**config.mk**
```make
export PLATFORM = sky130hd
export DESIGN_NAME = imqm_ctrl
export DESIGN_NICKNAME = d
export VERILOG_FILES = /design/src/hw/rtl/imqm_pkg.sv /design/src/hw/rtl/imqm_ctrl.sv
export SDC_FILE = /design/constraint.sdc
export NUM_CORES = 1
export LEC_CHECK = 0
export BUFFER_PORTS_ARGS = -buffer_cell sky130_fd_sc_hd__buf_4
export CORE_AREA = 2 2 39 41
export DETAILED_ROUTE_END_ITERATION = 12
export DIE_AREA = 0 0 41 43
export PLACE_DENSITY = 0.63
export SKIP_CTS_REPAIR_TIMING = 1
export SYNTH_ARGS = -nofsm -noshare
export SYNTH_HDL_FRONTEND = slang
export SYNTH_SLANG_ARGS = --single-unit
```
**constraint.sdc**
```tcl
create_clock -name clk_i -period 2.5 [get_ports clk_i]
set_clock_uncertainty 0.1 [all_clocks]
set_input_delay 0.75 -clock clk_i [delete_from_list [all_inputs] [get_ports clk_i]]
set_output_delay 0.75 -clock clk_i [all_outputs]
set_load 0.02 [all_outputs]
```
**src/hw/rtl/imqm_pkg.sv**
```systemverilog
`default_nettype none
package imqm_pkg;

  localparam int unsigned MAX_SAMPLES = 4194304;
  localparam int CNT_W = $clog2(MAX_SAMPLES + 1);
  // sums of squared 8-bit values over MAX_SAMPLES samples
  localparam int SUM_W = 38;
  localparam int DVD_W = SUM_W + 16;
  localparam int DIT_W = $clog2(DVD_W + 1);
  localparam int LOG_E_W = 6;
  localparam int LOG_FRAC = 24;
  localparam int LOG_W = LOG_E_W + LOG_FRAC;
  localparam int LIT_W = $clog2(LOG_FRAC + 1);
  localparam int MANT_W = 31;
  localparam logic [LOG_W-1:0] DB_PER_OCTAVE_Q28 = 30'd808071242;

  typedef enum logic [3:0] {
    S_ACC, S_MSE_GO, S_MSE_WAIT, S_PM_GO, S_PM_WAIT, S_LS_GO, S_LS_WAIT,
    S_LE_GO, S_LE_WAIT, S_LD_GO, S_LD_WAIT, S_DB_SNR, S_DB_PSNR, S_LOAD, S_OUT
  } ctl_state_e;

  typedef enum logic [0:0] {DIV_MSE, DIV_PMSE} div_sel_e;
  typedef enum logic [1:0] {LOG_SSE, LOG_ENERGY, LOG_DEN} log_sel_e;
  typedef enum logic [1:0] {LP_IDLE, LP_NORM, LP_MUL, LP_ADJ} log_phase_e;

  typedef struct packed {
    logic     acc_en;
    logic     clear;
    logic     div_start;
    div_sel_e div_sel;
    logic     log_start;
    log_sel_e log_sel;
    logic     db_snr;
    logic     db_psnr;
    logic     load;
  } dp_cmd_t;

  typedef struct packed {
    logic div_done;
    logic log_done;
  } dp_sts_t;

endpackage
`default_nettype wire

```
**src/hw/rtl/imqm_ctrl.sv**
```systemverilog
`default_nettype none
module imqm_ctrl import imqm_pkg::*; (
  input  wire logic    clk_i,
  input  wire logic    rst_ni,
  input  wire logic    in_valid_i,
  input  wire logic    last_i,
  input  wire logic    out_stall_i,
  input  wire dp_sts_t sts_i,
  output logic         in_stall_o,
  output logic         out_valid_o,
  output dp_cmd_t      cmd_o
);

  ctl_state_e state_q, state_d;

  always_ff @(posedge clk_i or negedge rst_ni) begin
    if (!rst_ni) begin
      state_q <= S_ACC;
    end else begin
      state_q <= state_d;
    end
  end

  always_comb begin
    state_d     = state_q;
    cmd_o       = '0;
    in_stall_o  = 1'b1;
    out_valid_o = 1'b0;
    unique case (state_q)
      S_ACC: begin
        in_stall_o = 1'b0;
        if (in_valid_i) begin
          cmd_o.acc_en = 1'b1;
          if (last_i) state_d = S_MSE_GO;
        end
      end
      S_MSE_GO: begin
        cmd_o.div_start = 1'b1;
        cmd_o.div_sel   = DIV_MSE;
        state_d         = S_MSE_WAIT;
      end
      S_MSE_WAIT: begin
        cmd_o.div_sel = DIV_MSE;
        if (sts_i.div_done) state_d = S_PM_GO;
      end
      S_PM_GO: begin
        cmd_o.div_start = 1'b1;
        cmd_o.div_sel   = DIV_PMSE;
        state_d         = S_PM_WAIT;
      end
      S_PM_WAIT: begin
        cmd_o.div_sel = DIV_PMSE;
        if (sts_i.div_done) state_d = S_LS_GO;
      end
      S_LS_GO: begin
        cmd_o.log_start = 1'b1;
        cmd_o.log_sel   = LOG_SSE;
        state_d         = S_LS_WAIT;
      end
      S_LS_WAIT: begin
        cmd_o.log_sel = LOG_SSE;
        if (sts_i.log_done) state_d = S_LE_GO;
      end
      S_LE_GO: begin
        cmd_o.log_start = 1'b1;
        cmd_o.log_sel   = LOG_ENERGY;
        state_d         = S_LE_WAIT;
      end
      S_LE_WAIT: begin
        cmd_o.log_sel = LOG_ENERGY;
        if (sts_i.log_done) state_d = S_LD_GO;
      end
      S_LD_GO: begin
        cmd_o.log_start = 1'b1;
        cmd_o.log_sel   = LOG_DEN;
        state_d         = S_LD_WAIT;
      end
      S_LD_WAIT: begin
        cmd_o.log_sel = LOG_DEN;
        if (sts_i.log_done) state_d = S_DB_SNR;
      end
      S_DB_SNR: begin
        cmd_o.db_snr = 1'b1;
        state_d      = S_DB_PSNR;
      end
      S_DB_PSNR: begin
        cmd_o.db_psnr = 1'b1;
        state_d       = S_LOAD;
      end
      S_LOAD: begin
        cmd_o.load = 1'b1;
        state_d    = S_OUT;
      end
      S_OUT: begin
        out_valid_o = 1'b1;
        if (!out_stall_i) begin
          cmd_o.clear = 1'b1;
          state_d     = S_ACC;
        end
      end
      default: state_d = S_ACC;
    endcase
  end

`ifndef ASSERT_OFF
  a_out_blocks_in: assert property (@(posedge clk_i) disable iff (!rst_ni)
    out_valid_o |-> in_stall_o)
    else $error("input taken while a result is pending");
  a_last_stops_in: assert property (@(posedge clk_i) disable iff (!rst_ni)
    (in_valid_i && !in_stall_o && last_i) |=> in_stall_o)
    else $error("input taken right after the last sample");
  a_out_done: assert property (@(posedge clk_i) disable iff (!rst_ni)
    (out_valid_o && !out_stall_i) |=> (!out_valid_o && !in_stall_o))
    else $error("no return to accumulation after result transfer");
  a_one_start: assert property (@(posedge clk_i) disable iff (!rst_ni)
    !(cmd_o.div_start && cmd_o.log_start))
    else $error("two units started together");
`endif

endmodule
`default_nettype wire
```
Word level (Yosys, flattened, before mapping)
Index checks and enable logic that the tools add are counted.
{"block": "word_totals", "register_bits": 4, "in_bits": 7, "output_inout_bits": 12, "word_cells": 52}
{"block": "op_classes", "n_eq_ne": 22, "n_mux": 22, "n_reduce_logical": 7}
{"op": "$pmux W4 S15", "n": 1}
{"op": "$mux W4", "n": 8}
{"op": "$eq A4 B4 Y1 const B", "n": 7}
{"op": "$eq A4 B3 Y1 const B", "n": 4}
{"op": "$ne A2 B2 Y1 const B", "n": 8}
{"op": "$mux W1", "n": 12}
{"op": "$eq A4 B2 Y1 const B", "n": 2}
{"op": "$reduce_and A8 Y1", "n": 1}
{"op": "$reduce_or A2 Y1", "n": 4}
{"op": "$eq A4 B1 Y1 const B", "n": 1}
{"op": "$logic_not A4 Y1", "n": 1}
{"op": "$pmux W2 S2", "n": 1}
{"op": "$reduce_or A3 Y1", "n": 1}

Longest topological paths before layout
Gate-level depths: netlist of run 1.
{"block": "depth", "word_depth": 3, "ltp_mapped": 5, "mapped_depth_nobuf": 4}

Worst setup path before layout of run 1
No wires, ideal clock.
{"block": "synth_timing", "path_type": "in2out", "start": "in out_stall_i", "end": "out cmd_o[8] (netlist bit)", "arrival_ns": 1.247, "required_ns": 1.650, "setup_slack_ns": 0.403, "stages": 1, "path_cell_list": "nor3_1"}
{"block": "synth_between", "elab_chain_cells": 2}
{"item": "from (decl)", "line": "imqm_ctrl.sv:7", "text": "input wire logic out_stall_i,"}
{"item": "$mux W1", "line": "imqm_ctrl.sv:96", "text": "if (!out_stall_i) begin"}
{"item": "$mux W1", "line": "imqm_ctrl.sv:29", "text": "unique case (state_q)"}
{"item": "to (decl)", "line": "imqm_ctrl.sv:11", "text": "output dp_cmd_t cmd_o"}
Every way passes these cells.

==> impl_metrics.py, run 1 <==
metrics = {
    "worst_setup_path": {
        "critPathMaxFanout": 13,
        "cp_data_arrival_time_ns": 1.54,
        "cp-startpoint": "state_q[2]",
        "start_kind": "flip-flop",
        "crit_required_ns": 1.65,
        "r2r.worst_path.cells": 4,
        "crit_end": "cmd_o[9]",
        "crit_path_end_kind": "output port",
        "worstPathCellList": "nor4_1 -> and2_2 -> buf_4",
        "slowest_delay_ns": 0.50,
        "r2r_start": "state_q[2]",
        "crit_slowest_cell": "dfrtp_1",
        "reg2reg_slack_ns": 0.88,
        "critPathKind": "flip-flop to output port",
        "r2r_end": "state_q[2]",
    },
    "floorplan": {
        "num_io_pins": 19,
        "core_um2": 1380,
        "dieHeight_um": 43,
        "start_util_pct": 27.3,
        "rows": 14,
        "die_x_um": 41,
        "die-area_um2": 1760,
    },
    "synth": {
        "syn_area_per_cell_um2": 7.56,
        "synthFlopType": "dfrtp_1",
        "ys_ff_latch": 4,
        "synth_top_cells_by_area": "dfrtp_1, nor2_1, nand2b_1, a21oi_1, buf_2",
        "synth_cells": 50,
        "synth_edf_count": 0,
        "yosysSeqAreaShare_pct": 26.5,
        "syn_area_um2": 378,
        "async_flop_share_pct": 100,
        "syn-num-nets": 57,
        "synth_largest_area_cell": "dfrtp_1",
        "synth_top_area_share_pct": 26.5,
        "yosysWarnings": 0,
        "yosys.cell_types.count": 26,
    },
    "routing": {
        "viasPerCell": 4.79,
        "wl_um": 866,
        "ant_nets": 0,
        "drtIter0Drc": 9,
        "vias": 412,
        "avgRoutedWirePerCell_um": 10.1,
        "first_pass_iters": 4,
        "drc": 0,
    },
    "placement": {
        "placement.io_buffers": 18,
        "pre_cts_ws_ns": 0.360,
        "routabilityCongestion": 0.749,
        "dp_hpwl_um": 649,
        "dp_cells": 83,
    },
    "clocking": {
        "numCtsBuffers": 3,
        "clkSlewWorstSetupHoldPaths_ns": 0.04,
        "cts_tree": "done",
        "clockBufferDepth": 2,
        "cts-root-buf": "clkbuf_4",
        "cts_sinks": 4,
        "worstSkewPairLatency_ns": 0.23,
        "cts_htree_levels": 1,
    },
    "global_route": {
        "grtUsageMet3_pct": 5.24,
        "antenna_found_initial": 0,
        "met2_usage_pct": 15.6,
        "grt_pass1_wl_um": 1340,
        "grt_max_degree": 14,
        "grt_pass1_vias": 320,
        "top_usage_layer": "met2",
        "grtUsageMet1_pct": 14.2,
        "grt_usage_pct": 11.4,
        "overflow": 0,
    },
    "timing": {
        "rsz0062_at_grt": "false",
        "period_needed_ns": 2.39,
        "finalSetupViolations": 0,
        "fin_tns_setup_ns": 0,
        "fmax_ghz": 0.419,
        "drv_slew": 0,
        "maxSlewHeadroom_pct": 65.6,
        "fin_crit_sh_pct": 95.5,
        "finalWorstSetupSlack_ns": 0.112,
        "hold_viol": 0,
        "max_slew.worst_pin.slew_ns": 0.511,
    },
    "power": {
        "clkPwrFrac_pct": 10.9,
        "p_per_area_nw_per_um2": 1320,
        "pwr-share-seq_pct": 18.6,
        "p_sw_share_pct": 47.7,
        "total_power_w": 0.000727,
        "comb_power_share_pct": 70.5,
        "power_leakage_nw": 0.254,
        "p_switching_w": 0.000347,
        "ir_worst_vdd_mv": 0.499,
        "p_int_w": 0.000381,
    },
    "final_layout": {
        "area_growth_pct": 46.0,
        "top_register": "state_q",
        "final_util_pct": 39.9,
        "diodes": 0,
        "drive_gt1_share_pct": 41.4,
        "instances_no_fill": 86,
        "fill_cells": 149,
        "largestRegisters": "state_q (4)",
        "multi_input_comb_area_um2": 244,
        "fin_nets": 79,
        "largest_register_ffs": 4,
        "area.sequential_um2": 100,
    },
    "min_path": {
        "hp-class": "primary input to asynchronous set/reset pin",
    },
    "job": {
        "drv_cap": 0,
    },
    "run_status": {
        "status": "finished, final reports clean",
    },
}
==> metrics by stage <==
| stage | hold slack [ns] | area [µm²] |
|---|---|---|
| final | 0.204 | 552 |
| after global routing | 0.197 | 552 |
| after CTS | 0.195 | 552 |
| after detailed placement | 0.448 | 529 |
| after global placement | 0.447 | 529 |
| after floorplan | 0.354 | 378 |
==> how the worst min path moves through the flow <==
stage	to	slack (ns)	cells after the start
3_3_place_gp	state_q[3]	0.45	1
3_5_place_dp	state_q[1]	0.45	1
2_1_floorplan	state_q[0]	0.35	0
6_report	state_q[2]	0.20	1
5_1_grt	state_q[0]	0.20	1
4_1_cts	state_q[1]	0.20	1
==> cell usage in the layout, fill, tap and decap left out <==
cell	instances
o211ai_2	1
a21oi_1	4
o22ai_1	1
xor2_1	1
nor3_1	2
nor4_1	1
nand3b_1	1
a22oi_2	1
nand2_1	3
o21ai_1	1
dfrtp_1	4
o21ai_0	2
and2_1	1
clkbuf_4	3
nor3b_1	1
nand2b_1	4
nor2_1	9
mux2i_1	1
a311oi_2	1
and2_2	1
buf_4	21
or3_1	1
o2bb2ai_1	1
o211ai_1	1
inv_1	2
or2_2	1
==> kinds of logic after synthesis <==
kind of cell / after synthesis / synth area share [%]
compound gates: 13 / 25.8
xor+xnor: 1 / 2.32
simple gates: 25 / 33.8
flops: 4 / 26.5
mux: 1 / 2.65
buf+inv: 6 / 8.94
==> cell usage after synthesis (all sizes together), types with 2 or more instances <==
| cell | n |
|---|---|
| nor2 | 9 |
| a21oi | 4 |
| buf | 4 |
| dfrtp | 4 |
| nand2b | 4 |
| nand2 | 3 |
| o21ai | 3 |
| and2 | 2 |
| inv | 2 |
| nor3 | 2 |
| o211ai | 2 |
==> final cells by class <==
type                    instances  share of cell area [%]
clock buffers                   3                    4.08
multi-input cells              40                    44.2
inverters                       2                    1.36
repair buffers                 21                    28.6
flip-flops and latches          4                    18.1
well taps                      16                    3.63
==> metal layers <==
metal  up-vias  share of wire (%)
met5         -                  0
met4         0                  0
met3         0                 10
met2        19                 47
met1       178                 43
li1        215                  -
==> power by group through the flow <==
stage                     Sequential (W)   Clock, W  Combinational (W)
after floorplan                 0.000121          0           0.000387
after global placement          0.000134          0           0.000520
after detailed placement        0.000136          0           0.000516
after CTS                       0.000135  0.0000839           0.000518
after global routing            0.000143  0.0000871           0.000564
final                           0.000135  0.0000792           0.000513
==> critical path: cells and delay by family, from the launching register on <==
kind / cells / cell delay, ns
and+or+nand+nor: 2 / 0.67
DFF: 1 / 0.50
buffers and inverters: 1 / 0.13
No activity file was read; power rests on OpenSTA's default activity.
==> run 2, diff against run 1 <==
--- a/config.mk
+++ b/config.mk
@@ -9,7 +9,7 @@
 export CORE_AREA = 2 2 39 41
 export DETAILED_ROUTE_END_ITERATION = 12
 export DIE_AREA = 0 0 41 43
-export PLACE_DENSITY = 0.63
+export GPL_TIMING_DRIVEN = 0
 export SKIP_CTS_REPAIR_TIMING = 1
 export SYNTH_ARGS = -nofsm -noshare
 export SYNTH_HDL_FRONTEND = slang
==> run 2 against run 1 <==
  * Clock-buffer cell count unchanged
  * Fmax grew 2.1%
  * Die area unchanged
  * Hold slack improved by 0.00081 ns
  * Non-clock buffer count up 1
  * Flip-flop and latch count is the same
  * Core utilization up 0.27 points
  * Sequential share of layout area is 0.12 points lower
  * Combinational power up 3%
  * Global-route usage is 0.60 points higher
  * Critical path type unchanged
  * Largest cell class unchanged
  * Largest power group unchanged
==> impl_metrics.py, run 2 (same netlist as run 1, synthesis figures left out) <==
metrics = {
    "floorplan": {
        "die_x_um": 41,
        "num_io_pins": 19,
        "dieHeight_um": 43,
        "rows": 14,
        "die-area_um2": 1760,
        "core_um2": 1380,
        "start_util_pct": 27.3,
    },
    "routing": {
        "viasPerCell": 4.70,
        "avgRoutedWirePerCell_um": 10.3,
        "first_pass_iters": 4,
        "ant_nets": 0,
        "wl_um": 893,
        "drtIter0Drc": 13,
        "vias": 409,
        "drc": 0,
    },
    "worst_setup_path": {
        "critPathTopFamily": "simple AND/OR/NAND/NOR gates",
        "critPathKind": "flip-flop to output port",
        "start_kind": "flip-flop",
        "slowest_delay_ns": 0.50,
        "crit_required_ns": 1.65,
        "worstPathCellList": "nor4_1 -> and2_2 -> buf_4",
        "crit_slowest_cell": "nor4_1",
        "cp_data_arrival_time_ns": 1.49,
        "critPathMaxFanout": 4,
        "crit_buf_inv": 1,
        "crit_path_end_kind": "output port",
    },
    "global_route": {
        "grt_pass1_vias": 348,
        "grt_pass1_wl_um": 1400,
        "antenna_found_initial": 0,
        "grt_max_degree": 11,
        "overflow": 0,
        "grt_usage_pct": 12.0,
    },
    "placement": {
        "routabilityCongestion": 0.725,
        "dp_hpwl_um": 680,
        "placed_area_um2": 533,
        "placement.io_buffers": 18,
    },
    "clocking": {
        "cts_htree_levels": 1,
        "cts_tree": "done",
        "cts-root-buf": "clkbuf_4",
        "numCtsBuffers": 3,
        "clockBufferDepth": 2,
        "worstSkewPairLatency_ns": 0.23,
        "clkSlewWorstSetupHoldPaths_ns": 0.04,
        "cts_sinks": 4,
    },
    "power": {
        "power_leakage_nw": 0.258,
        "p_sw_share_pct": 48.2,
        "p_per_area_nw_per_um2": 1320,
        "ir_worst_vdd_mv": 0.457,
        "pwr-share-seq_pct": 17.2,
        "comb_power_share_pct": 72.0,
        "clkPwrFrac_pct": 10.8,
        "p_int_w": 0.000381,
        "p_switching_w": 0.000354,
        "total_power_w": 0.000735,
    },
    "final_layout": {
        "drive_gt1_share_pct": 42.3,
        "area_growth_pct": 47.0,
        "fin_nets": 80,
        "top_register": "state_q",
        "diodes": 0,
        "largest_register_ffs": 4,
        "final_util_pct": 40.1,
        "layout_common_cells": "buf_4, nor2_1, nand2b_1, a21oi_1, dfrtp_1",
        "largestRegisters": "state_q (4)",
        "final_common_cell": "buf_4",
        "stdcell_area_um2": 556,
    },
    "timing": {
        "drv_slew": 0,
        "finalSetupViolations": 0,
        "fin_tns_setup_ns": 0,
        "maxSlewHeadroom_pct": 65.5,
        "hold_viol": 0,
        "period_needed_ns": 2.34,
        "max_slew.worst_pin.slew_ns": 0.512,
        "rsz0062_at_grt": "false",
        "fin_crit_sh_pct": 93.5,
        "fmax_ghz": 0.428,
    },
    "job": {
        "drv_cap": 0,
    },
    "min_path": {
        "hp-class": "primary input to asynchronous set/reset pin",
    },
    "run_status": {
        "status": "finished, final reports clean",
    },
}
run 2: changes by cell type in the layout (fill, tap and decap cells not counted), sizes merged:
cell  previous run  this run
buf             21        22
run 2: cell type report:
class / instances / area, µm²
fillers: 148 / 828
flip-flops and latches: 4 / 100
plain buffers: 4 / 26.3
clock buffers: 3 / 22.5
inverters: 2 / 7.51
repair buffers: 18 / 135
multi-input cells: 40 / 244
well taps: 16 / 20.0
run 2: layer usage:
metal	routed length [µm]	global-route usage, %	up-vias	part of all wire [%]
li1	-	-	216	-
met1	419	15.9	179	47
met2	406	16.3	12	45
met3	58	3.14	2	6.5
met4	8	8.00	0	0.90
met5	0	0	-	0
run 2: final timing paths:
| kind | from | end | slack, ns | cells past startpoint |
|---|---|---|---|---|
| max | state_q[0] | cmd_o[9] | 0.16 | 3 |
| min | rst_ni | state_q[0] | 0.20 | 1 |
| max reg2reg | state_q[0] | state_q[2] | 0.98 | 4 |
| min reg2reg | state_q[3] | state_q[0] | 0.55 | 2 |
| max in group asynchronous | rst_ni | state_q[2] | 2.00 | 1 |
| min in group clk_i | state_q[3] | state_q[0] | 0.55 | 2 |
run 2: through the flow:
step | cells | worst slack, ns | hold slack, ns
floorplan | 50 | 0.403 | 0.354
global placement | 84 | 0.402 | 0.447
detailed placement | 84 | 0.414 | 0.449
CTS | 87 | 0.149 | 0.199
global route | 87 | 0.0499 | 0.192
finish | 87 | 0.162 | 0.205
run 2: power groups by stage:
stage / clock network [W] / registers, W / logic, W
3_3_place_gp: 0 / 0.000127 / 0.000530
5_1_grt: 0.0000882 / 0.000132 / 0.000587
2_1_floorplan: 0 / 0.000121 / 0.000387
4_1_cts: 0.0000835 / 0.000126 / 0.000534
6_report: 0.0000791 / 0.000126 / 0.000529
3_5_place_dp: 0 / 0.000127 / 0.000533
